File: src/sv/pane_border_cell_classifier_unit_macros.svh
// Assertion macros for the pane border classifier
`ifndef PANE_BORDER_CELL_CLASSIFIER_UNIT_MACROS_SVH
`define PANE_BORDER_CELL_CLASSIFIER_UNIT_MACROS_SVH

`ifndef NO_ASSERTIONS
// same-cycle implication
`define PBC_ASSERT_IMP(label, ante, cons) \
  label: assert property (@(posedge clk_i) disable iff (!rst_ni) (ante) |-> (cons)) \
    else $error("pbc check failed");
// next-cycle implication
`define PBC_ASSERT_NXT(label, ante, cons) \
  label: assert property (@(posedge clk_i) disable iff (!rst_ni) (ante) |=> (cons)) \
    else $error("pbc check failed");
`else
`define PBC_ASSERT_IMP(label, ante, cons)
`define PBC_ASSERT_NXT(label, ante, cons)
`endif

`endif

File: src/sv/pbc_pkg.sv
`default_nettype none
package pbc_pkg;

  localparam int unsigned MaxPanesDef  = 8;
  localparam int unsigned CoordBitsDef = 10;
  localparam int unsigned NumPoints    = 5;  // center, left, right, up, down
  localparam int unsigned PtC = 0;
  localparam int unsigned PtL = 1;
  localparam int unsigned PtR = 2;
  localparam int unsigned PtU = 3;
  localparam int unsigned PtD = 4;

  localparam logic [3:0] CellInside  = 4'd0;
  localparam logic [3:0] CellOutside = 4'd12;

  localparam logic ReqWrite    = 1'b0;
  localparam logic ReqClassify = 1'b1;

  localparam logic [2:0] RegWidth  = 3'd0;
  localparam logic [2:0] RegHeight = 3'd4;

  // per-item control carried down the pipe
  typedef struct packed {
    logic valid;
    logic out_win;
    logic left_edge;
    logic top_edge;
  } pbc_ctl_t;

  // neighbor pattern {left,right,up,down} to cell kind
  function automatic logic [3:0] kind_of_pattern(input logic [3:0] pat);
    logic [3:0] k;
    case (pat)
      4'd3:    k = 4'd1;
      4'd5:    k = 4'd3;
      4'd6:    k = 4'd5;
      4'd7:    k = 4'd9;
      4'd9:    k = 4'd4;
      4'd10:   k = 4'd6;
      4'd11:   k = 4'd10;
      4'd12:   k = 4'd2;
      4'd13:   k = 4'd7;
      4'd14:   k = 4'd8;
      4'd15:   k = 4'd11;
      default: k = CellOutside;
    endcase
    return k;
  endfunction

endpackage
`default_nettype wire

File: src/sv/pbc_pane_match.sv
`default_nettype none
// Pane table plus per-pane hit tests for the five probe points (stage 2)
module pbc_pane_match import pbc_pkg::*; #(
  parameter int unsigned MaxPanes  = MaxPanesDef,
  parameter int unsigned CoordBits = CoordBitsDef
) (
  input  wire logic                 clk_i,
  input  wire logic                 rst_ni,
  input  wire logic                 adv_i,
  input  wire pbc_ctl_t             ctl_i,
  input  wire logic                 wr_en_i,
  input  wire logic [2:0]           wr_slot_i,
  input  wire logic                 wr_vis_i,
  input  wire logic [CoordBits-1:0] wr_x_i,
  input  wire logic [CoordBits-1:0] wr_y_i,
  input  wire logic [CoordBits-1:0] wr_w_i,
  input  wire logic [CoordBits-1:0] wr_h_i,
  input  wire logic [CoordBits:0]   px_i [NumPoints],
  input  wire logic [CoordBits:0]   py_i [NumPoints],
  output pbc_ctl_t                  ctl_o,
  output logic [MaxPanes-1:0]       hit_o  [NumPoints],
  output logic [MaxPanes-1:0]       bval_o [NumPoints],
  output logic                      near_o
);

  localparam int unsigned IdxW = (MaxPanes > 1) ? $clog2(MaxPanes) : 1;
  localparam int unsigned CW   = CoordBits + 1;

  logic [MaxPanes-1:0] vis_q;
  logic [CW-1:0]       x_q [MaxPanes];
  logic [CW-1:0]       y_q [MaxPanes];
  logic [CW-1:0]       r_q [MaxPanes];
  logic [CW-1:0]       b_q [MaxPanes];

  logic [5:0]    slot_ext;
  logic          slot_ok;
  logic [IdxW-1:0] slot_idx;

  assign slot_ext = {3'b000, wr_slot_i};
  assign slot_ok  = (32'(slot_ext) < MaxPanes);
  assign slot_idx = slot_ext[IdxW-1:0];

  // table write, in order with classify items
  always_ff @(posedge clk_i or negedge rst_ni) begin
    if (!rst_ni) begin
      vis_q <= '0;
    end else if (wr_en_i && slot_ok) begin
      vis_q[slot_idx] <= wr_vis_i;
    end
  end

  always_ff @(posedge clk_i) begin
    if (wr_en_i && slot_ok) begin
      x_q[slot_idx] <= {1'b0, wr_x_i};
      y_q[slot_idx] <= {1'b0, wr_y_i};
      r_q[slot_idx] <= {1'b0, wr_x_i} + {1'b0, wr_w_i};
      b_q[slot_idx] <= {1'b0, wr_y_i} + {1'b0, wr_h_i};
    end
  end

  // containment and frame tests
  logic [MaxPanes-1:0] hit_d  [NumPoints];
  logic [MaxPanes-1:0] bval_d [NumPoints];
  logic [MaxPanes-1:0] near_vec;

  always_comb begin
    logic [CW-1:0] px1, py1;
    logic contain, vert, horz, xz, yz;
    for (int p = 0; p < NumPoints; p++) begin
      px1 = px_i[p] + CW'(1);
      py1 = py_i[p] + CW'(1);
      for (int i = 0; i < MaxPanes; i++) begin
        xz      = (x_q[i] == '0);
        yz      = (y_q[i] == '0);
        contain = (px_i[p] >= x_q[i]) && (px_i[p] < r_q[i]) &&
                  (py_i[p] >= y_q[i]) && (py_i[p] < b_q[i]);
        vert    = (yz || py1 >= y_q[i]) && (py_i[p] <= b_q[i]) &&
                  ((!xz && px1 == x_q[i]) || px_i[p] == r_q[i]);
        horz    = (xz || px1 >= x_q[i]) && (px_i[p] <= r_q[i]) &&
                  ((!yz && py1 == y_q[i]) || py_i[p] == b_q[i]);
        hit_d[p][i]  = vis_q[i] && (contain || vert || horz);
        bval_d[p][i] = !contain;
      end
    end
    for (int i = 0; i < MaxPanes; i++) begin
      px1 = px_i[PtC] + CW'(1);
      py1 = py_i[PtC] + CW'(1);
      near_vec[i] = vis_q[i] &&
                    !((x_q[i] != '0 && px1 < x_q[i]) || px_i[PtC] > r_q[i] ||
                      (y_q[i] != '0 && py1 < y_q[i]) || py_i[PtC] > b_q[i]);
    end
  end

  // stage 2 registers
  always_ff @(posedge clk_i or negedge rst_ni) begin
    if (!rst_ni) begin
      ctl_o <= '0;
    end else if (adv_i) begin
      ctl_o <= ctl_i;
    end
  end

  always_ff @(posedge clk_i) begin
    if (adv_i) begin
      hit_o  <= hit_d;
      bval_o <= bval_d;
      near_o <= |near_vec;
    end
  end

endmodule
`default_nettype wire

File: src/sv/pbc_kind.sv
`default_nettype none
// Priority resolve of border tests and kind lookup (stage 3, output register)
module pbc_kind import pbc_pkg::*; #(
  parameter int unsigned MaxPanes = MaxPanesDef
) (
  input  wire logic                clk_i,
  input  wire logic                rst_ni,
  input  wire logic                adv_i,
  input  wire pbc_ctl_t            ctl_i,
  input  wire logic [MaxPanes-1:0] hit_i  [NumPoints],
  input  wire logic [MaxPanes-1:0] bval_i [NumPoints],
  input  wire logic                near_i,
  output logic                     valid_o,
  output logic [3:0]               kind_o
);

  logic [NumPoints-1:0] border;
  logic [3:0]           pat;
  logic [3:0]           kind_d;

  // lowest slot that hits decides each point
  always_comb begin
    for (int p = 0; p < NumPoints; p++) begin
      border[p] = 1'b0;
      for (int i = MaxPanes - 1; i >= 0; i--) begin
        if (hit_i[p][i]) begin
          border[p] = bval_i[p][i];
        end
      end
    end
  end

  assign pat = {ctl_i.left_edge | border[PtL], border[PtR],
                ctl_i.top_edge  | border[PtU], border[PtD]};

  always_comb begin
    if (ctl_i.out_win || !near_i) begin
      kind_d = CellOutside;
    end else if (!border[PtC]) begin
      kind_d = CellInside;
    end else begin
      kind_d = kind_of_pattern(pat);
    end
  end

  always_ff @(posedge clk_i or negedge rst_ni) begin
    if (!rst_ni) begin
      valid_o <= 1'b0;
    end else if (adv_i) begin
      valid_o <= ctl_i.valid;
    end
  end

  always_ff @(posedge clk_i) begin
    if (adv_i) begin
      kind_o <= kind_d;
    end
  end

endmodule
`default_nettype wire

File: src/sv/pane_border_cell_classifier_unit.sv
`default_nettype none
// Pane border cell classifier. Three register stages (input and probe points,
// pane table match, priority resolve into the output register); one item
// enters per clock unless held. Pane writes take effect at the table stage,
// in order with classify items, and yield no result. The whole pipe holds
// while a result waits under out_stall_i. Window size registers: width at
// 0x0, height at 0x4.
`include "pane_border_cell_classifier_unit_macros.svh"
module pane_border_cell_classifier_unit import pbc_pkg::*; #(
  parameter int unsigned MaxPanes  = MaxPanesDef,
  parameter int unsigned CoordBits = CoordBitsDef
) (
  input  wire logic                 clk_i,
  input  wire logic                 rst_ni,
  input  wire logic                 psel,
  input  wire logic                 penable,
  input  wire logic                 pwrite,
  input  wire logic [2:0]           paddr,
  input  wire logic [31:0]          pwdata,
  output logic [31:0]               prdata,
  output logic                      pready,
  input  wire logic                 in_valid_i,
  output logic                      in_stall_o,
  input  wire logic                 req_type_i,
  input  wire logic [2:0]           pane_slot_i,
  input  wire logic                 pane_visible_i,
  input  wire logic [CoordBits-1:0] pane_x_i,
  input  wire logic [CoordBits-1:0] pane_y_i,
  input  wire logic [CoordBits-1:0] pane_w_i,
  input  wire logic [CoordBits-1:0] pane_h_i,
  input  wire logic [CoordBits-1:0] cell_x_i,
  input  wire logic [CoordBits-1:0] cell_y_i,
  output logic                      out_valid_o,
  input  wire logic                 out_stall_i,
  output logic [3:0]                cell_kind_o
);

  localparam int unsigned CW = CoordBits + 1;

  // config registers
  logic [CoordBits-1:0] win_w_q, win_h_q;
  logic cfg_wr;

  assign pready = 1'b1;
  assign cfg_wr = psel && penable && pwrite;

  always_ff @(posedge clk_i or negedge rst_ni) begin
    if (!rst_ni) begin
      win_w_q <= CoordBits'(80);
      win_h_q <= CoordBits'(24);
    end else if (cfg_wr) begin
      if (paddr[2] == RegHeight[2]) begin
        win_h_q <= pwdata[CoordBits-1:0];
      end else begin
        win_w_q <= pwdata[CoordBits-1:0];
      end
    end
  end

  always_comb begin
    if (paddr[2] == RegHeight[2]) begin
      prdata = 32'(win_h_q);
    end else begin
      prdata = 32'(win_w_q);
    end
  end

  // global advance
  logic adv;
  assign adv        = !(out_valid_o && out_stall_i);
  assign in_stall_o = !adv;

  // stage 1: item and probe points
  logic                 s1_valid_q, s1_cls_q;
  logic [2:0]           s1_slot_q;
  logic                 s1_vis_q;
  logic [CoordBits-1:0] s1_x_q, s1_y_q, s1_w_q, s1_h_q;
  logic [CoordBits-1:0] s1_cx_q, s1_cy_q;
  logic [CoordBits-1:0] s1_ww_q, s1_wh_q;

  always_ff @(posedge clk_i or negedge rst_ni) begin
    if (!rst_ni) begin
      s1_valid_q <= 1'b0;
    end else if (adv) begin
      s1_valid_q <= in_valid_i;
    end
  end

  always_ff @(posedge clk_i) begin
    if (adv && in_valid_i) begin
      s1_cls_q  <= (req_type_i == ReqClassify);
      s1_slot_q <= pane_slot_i;
      s1_vis_q  <= pane_visible_i;
      s1_x_q    <= pane_x_i;
      s1_y_q    <= pane_y_i;
      s1_w_q    <= pane_w_i;
      s1_h_q    <= pane_h_i;
      s1_cx_q   <= cell_x_i;
      s1_cy_q   <= cell_y_i;
      s1_ww_q   <= win_w_q;
      s1_wh_q   <= win_h_q;
    end
  end

  logic [CW-1:0] px [NumPoints];
  logic [CW-1:0] py [NumPoints];
  pbc_ctl_t      s1_ctl;
  logic [CW-1:0] cx_e, cy_e;

  assign cx_e = {1'b0, s1_cx_q};
  assign cy_e = {1'b0, s1_cy_q};

  always_comb begin
    px[PtC] = cx_e;           py[PtC] = cy_e;
    px[PtL] = cx_e - CW'(1);  py[PtL] = cy_e;
    px[PtR] = cx_e + CW'(1);  py[PtR] = cy_e;
    px[PtU] = cx_e;           py[PtU] = cy_e - CW'(1);
    px[PtD] = cx_e;           py[PtD] = cy_e + CW'(1);
    s1_ctl.valid     = s1_valid_q && s1_cls_q;
    s1_ctl.out_win   = (s1_cx_q > s1_ww_q) || (s1_cy_q > s1_wh_q);
    s1_ctl.left_edge = (s1_cx_q == '0);
    s1_ctl.top_edge  = (s1_cy_q == '0);
  end

  // stage 2
  pbc_ctl_t            s2_ctl;
  logic [MaxPanes-1:0] s2_hit  [NumPoints];
  logic [MaxPanes-1:0] s2_bval [NumPoints];
  logic                s2_near;
  logic                tbl_wr;

  assign tbl_wr = adv && s1_valid_q && !s1_cls_q;

  pbc_pane_match #(
    .MaxPanes (MaxPanes),
    .CoordBits(CoordBits)
  ) u_match (
    .clk_i    (clk_i),
    .rst_ni   (rst_ni),
    .adv_i    (adv),
    .ctl_i    (s1_ctl),
    .wr_en_i  (tbl_wr),
    .wr_slot_i(s1_slot_q),
    .wr_vis_i (s1_vis_q),
    .wr_x_i   (s1_x_q),
    .wr_y_i   (s1_y_q),
    .wr_w_i   (s1_w_q),
    .wr_h_i   (s1_h_q),
    .px_i     (px),
    .py_i     (py),
    .ctl_o    (s2_ctl),
    .hit_o    (s2_hit),
    .bval_o   (s2_bval),
    .near_o   (s2_near)
  );

  // stage 3
  pbc_kind #(
    .MaxPanes(MaxPanes)
  ) u_kind (
    .clk_i  (clk_i),
    .rst_ni (rst_ni),
    .adv_i  (adv),
    .ctl_i  (s2_ctl),
    .hit_i  (s2_hit),
    .bval_i (s2_bval),
    .near_i (s2_near),
    .valid_o(out_valid_o),
    .kind_o (cell_kind_o)
  );

  // checks
  `PBC_ASSERT_NXT(a_hold_valid, out_valid_o && out_stall_i, out_valid_o)
  `PBC_ASSERT_NXT(a_hold_kind, out_valid_o && out_stall_i, $stable(cell_kind_o))
  `PBC_ASSERT_IMP(a_kind_range, out_valid_o, cell_kind_o <= CellOutside)
  `PBC_ASSERT_NXT(a_write_silent, s1_valid_q && !s1_cls_q && adv, !s2_ctl.valid)

endmodule
`default_nettype wire

File: config.mk
export PLATFORM = sky130hd
export DESIGN_NAME = pane_border_cell_classifier_unit
export DESIGN_NICKNAME = d
export VERILOG_FILES = /design/src/sv/pbc_pkg.sv /design/src/sv/pbc_pane_match.sv /design/src/sv/pbc_kind.sv /design/src/sv/pane_border_cell_classifier_unit.sv
export VERILOG_INCLUDE_DIRS = /design/src /design/src/sv
export SDC_FILE = /design/constraint.sdc
export NUM_CORES = 2
export LEC_CHECK = 0
export BUFFER_PORTS_ARGS = -buffer_cell sky130_fd_sc_hd__buf_2
export CAP_MARGIN = 40
export CELL_PAD_IN_SITES_DETAIL_PLACEMENT = 0
export CELL_PAD_IN_SITES_GLOBAL_PLACEMENT = 2
export CORE_AREA = 4 4 339 341
export DETAILED_ROUTE_END_ITERATION = 7
export DIE_AREA = 0 0 343 345
export PLACE_DENSITY = 0.85
export SLEW_MARGIN = 20
export SYNTH_ARGS = -nofsm -noshare
export SYNTH_HDL_FRONTEND = slang
export SYNTH_SLANG_ARGS = --single-unit
File: constraint.sdc
create_clock -name clk_i -period 20.9 [get_ports clk_i]
set_input_delay 4.18 -clock clk_i [delete_from_list [all_inputs] [get_ports clk_i]]
set_output_delay 4.18 -clock clk_i [all_outputs]
set_load 0.03 [all_outputs]
==> summary.md <==
| Metric | Value |
|---|---|
| Status | completed |
| Ports | 146 |
| Clock latency on the worst-skew pair | 660 ps |
| Synth top area share | 0.3182 |
| Die Span X | 343 um |
| Largest family of logic cells by synthesized area | adder cells |
| Antenna Nets Post-Route | 0 |
| All-layer global routing usage | 0.3329 |
| Synthesis Warnings | 0 |
| Worst-path clk slew | 50 ps |
| Global route overflow | 0 |
| Post-synth EDFFs | 506 |
| Yosys cell types | 89 |
| Vias in the first global route | 42,040 |
| Post-Synth Simple-Gate Area | 0.1323 |
| Die Y | 345 um |
| Routability cong. | 0.9641 |
| Post-CTS Resized | 0 |
| First-pass GRT wire length | 287,500 um |
| Min cycle time layout | 9885 ps |
| Final hold viol count | 0 |
| PortBufs | 98 |
| Root buffer cell | clkbuf_16 |
| Hold/Removal Path Class | reg -> reg |
| Drt wl/cell | 29.11 um |
| Synth Instances | 5,059 |
| Post-synthesis mux area share | 0.008041 |
| Fin util | 0.5124 |
| Clock share of power | 0.321 |
| Peak VDD IR | 83.14 uV |
| Final Cycle Share | 0.4730 |
| Drt initial violations | 4,085 |
| Post-synthesis average cell area | 10.09 um2 |
| Synth async-reset ratio | 0.06296 |
| Area growth syn-to-layout | 12.33% |
| Starting Density | 0.4561 |
| Core outline area | 111,900 um2 |
| Ys flop type | edfxtp_1 |
| CTS tree | done |
| Synth Area in Compound Gates | 0.1729 |
| Critical path's largest stage delay | 610 ps |
| Register area | 16,050 um2 |
| Share of cells above drive strength 1 | 0.09696 |
| Seq pwr share | 0.348 |
| Pin count of the biggest net entering global routing | 52 |
| Critical path cell sequence | buf_2, nand2_4, clkinv_1, buf_2 |
| Crit path launch type | input pin |
| Initial antenna violation count | 6 |
| Post-synthesis adder-cell area fraction | 0.3190 |
| Fmax | 101.2 MHz |
| CTS hold repair buffers | 0 |
| # Post-CTS Setup Buffers | 0 |
| TNS Setup | 0 ps |
| #FFs+latches synth | 540 |
| Unrepaired setup endpoints after global routing | no |
| Sequential share of the synthesized area | 0.3145 |
| Xor/xnor share of the synthesized area | 0.01321 |
| Final WL | 201,600 um |
| Via/cell ratio | 6.321 |
| Area leader, netlist | ha_1 |
| Worst relative slew slack | 0.3473 |
| CP Buf/Inv Count | 3 |
| Data arrival, critical path | 5700 ps |
| Switching pwr | 1.438 mW |
| Post-route DRC | 0 |
| Least-Margin Pin Slew | 979.0 ps |
| LEAKAGE | 25.94 nW |
| Clock tree buffer depth | 3 |
| Vias post-DR | 43,780 |
| Cell area after synthesis | 51,040 um2 |
| CTS Buf Count | 71 |
| Area occupied by multi-input gates | 33,460 um2 |
| Sw frac | 0.3663 |
| Slowest CP cell | clkinv_1 |
| Worst path most repeated cell | buf_2 |
| Critical path type | in -> out |
| Final setup fails | 0 |
| CP max FO | 41 |
| Critical path data required time | 16,720 ps |
| Combinational power share | 0.330 |
| H-tree depth | 3 |
| Clock sinks | 540 |
| Top Family by Delay on Critical Path | buffers and inverters |
| Top post-synthesis cells by area | ha_1, edfxtp_1, inv_1, a21oi_1, a21o_1 |
| Die area | 118,300 um2 |
| Internal power | 2.488 mW |
| PD cells | 68.49 nW/um2 |
| Row count | 123 |
| First-pass DRT Iterations | 5 |
| Slew Viols, Final | 0 |
| MaxCap Viol Count | 0 |
| Nets@finish | 6,774 |
| Setup Skew | 34.58 ps |
| Crit end category | primary output |
| Fillers | 10,320 |
| Post-DP HPWL | 146,500 um |
## flip-flops by register name, summed over array words and instances, names as in the netlist, 3 cells and up
register / flops
s1_ww_q: 10
s1_x_q: 10
win_w_q: 10
win_h_q: 10
u_match.hit_o: 40
u_match.b_q: 88
s1_w_q: 10
u_match.bval_o: 40
s1_cx_q: 10
s1_y_q: 10
u_match.ctl_o: 4
s1_slot_q: 3
s1_h_q: 10
u_match.r_q: 88
s1_wh_q: 10
s1_cy_q: 10
u_match.x_q: 80
u_match.vis_q: 8
u_kind.kind_o: 4
u_match.y_q: 80
## worst paths after layout
kind	startpoint	slack [ps]	endpoint	cells after the start
hold / removal	u_match.ctl_o[3]	450	u_kind.valid_o	1
min in group asynchronous	rst_ni	3420	win_w_q[3]	1
setup / recovery	out_stall_i	11020	in_stall_o	4
max in group asynchronous	rst_ni	16970	win_h_q[4]	2
setup reg to reg	s1_cx_q[4]	14950	u_match.near_o	15
hold reg to reg	u_match.ctl_o[3]	450	u_kind.valid_o	1
## cells in the final DEF (no fill, tap or decap), drive strengths merged, types with 23 or more instances in the layout
cell type	count
a2111oi	31
nand2b	45
a211oi	71
or2	24
nor2	239
clkinv	31
buf	264
edfxtp	506
o211ai	78
o2111ai	23
nand2	199
nor3	110
nand4b	37
xnor2	55
a21o	160
o21a	111
a21oi	331
conb	23
ha	1298
nor2b	101
clkbuf	90
nand4	153
and3	43
mux2	32
a31oi	52
o21ai	219
nor4	67
inv	451
a211o	27
dfrtp	30
o31ai	40
nand3	160
## metrics by stage
stage	setup slack (ps)	hold WS, ps	total power, mW	area (um2)	cells
3_3_place_gp	11000	445.6	2.600	54520	6749
5_1_grt	10940	481.0	4.094	57320	6925
3_5_place_dp	10960	448.9	2.646	54900	6788
4_1_cts	10960	449.8	3.908	57270	6919
2_1_floorplan	9273	430.0	2.087	51110	5080
6_report	11020	451.2	3.926	57330	6927
## cells in the mapped netlist, types with 23 or more instances
cell / count
nand2b_1: 45
nor4_1: 65
o21ai_0: 218
a31oi_1: 52
o21a_1: 111
inv_1: 449
nand4_1: 153
nor2_1: 239
edfxtp_1: 506
o2111ai_1: 23
ha_1: 1298
a2111oi_0: 29
nor2b_1: 101
a211o_1: 27
nor3_1: 109
mux2_2: 32
and3_1: 43
nand2_1: 199
or2_2: 24
o211ai_1: 78
nand4b_1: 37
buf_4: 25
xnor2_1: 55
dfrtp_1: 30
a21oi_1: 331
a211oi_1: 71
nand3_1: 160
o31ai_1: 40
a21o_1: 160
## power groups by stage
| stage | Sequential [mW] | Combinational [mW] | Clock [mW] |
|---|---|---|---|
| 6_report | 1.37 | 1.30 | 1.26 |
| 5_1_grt | 1.37 | 1.40 | 1.32 |
| 4_1_cts | 1.37 | 1.27 | 1.28 |
| 3_5_place_dp | 1.39 | 1.26 | 0 |
| 3_3_place_gp | 1.39 | 1.21 | 0 |
| 2_1_floorplan | 1.37 | 0.718 | 0 |
## final cells by class
| type | count | share of cell area |
|---|---|---|
| antenna | 2 | 0.00008730 |
| clock buffer | 88 | 0.03444 |
| clock inverter | 43 | 0.006941 |
| inverter | 453 | 0.02966 |
| multi-input combinational | 4031 | 0.5837 |
| sequential | 540 | 0.2800 |
| tap | 1500 | 0.03274 |
| timing repair buffer | 270 | 0.03243 |
## routing by layer
metal / GRT usage / vias up / wire (um)
met5: 0.005719 / - / 92
met4: 0.1735 / 2 / 13350
met3: 0.05288 / 566 / 16050
met2: 0.5284 / 1977 / 88870
met1: 0.4369 / 20990 / 83270
li1: - / 20250 / -
## logic make-up (layout without fill, tap and decap cells)
group | Yosys count | in the layout
other | 2 | 25
flip-flops | 540 | 540
buffers and inverters | 509 | 854
AO/OA/AOI/OAI | 1324 | 1324
AND/OR/NAND/NOR | 1270 | 1270
adder cells (fa/ha/maj) | 1300 | 1300
multiplexers | 37 | 37
XOR/XNOR | 77 | 77
## worst register-to-register path, stage by stage (launching register included)
cell	delay, ps
edfxtp_1	770
buf_4	560
and3_1	330
nand3_1	110
xor2_1	420
inv_1	460
buf_4	370
ha_1	320
and4_1	190
a221oi_1	240
o21ai_0	130
a31o_2	260
o221ai_1	400
o31ai_1	150
a311oi_1	810
nand4_1	160
No activity file was read; power rests on OpenSTA's default activity.
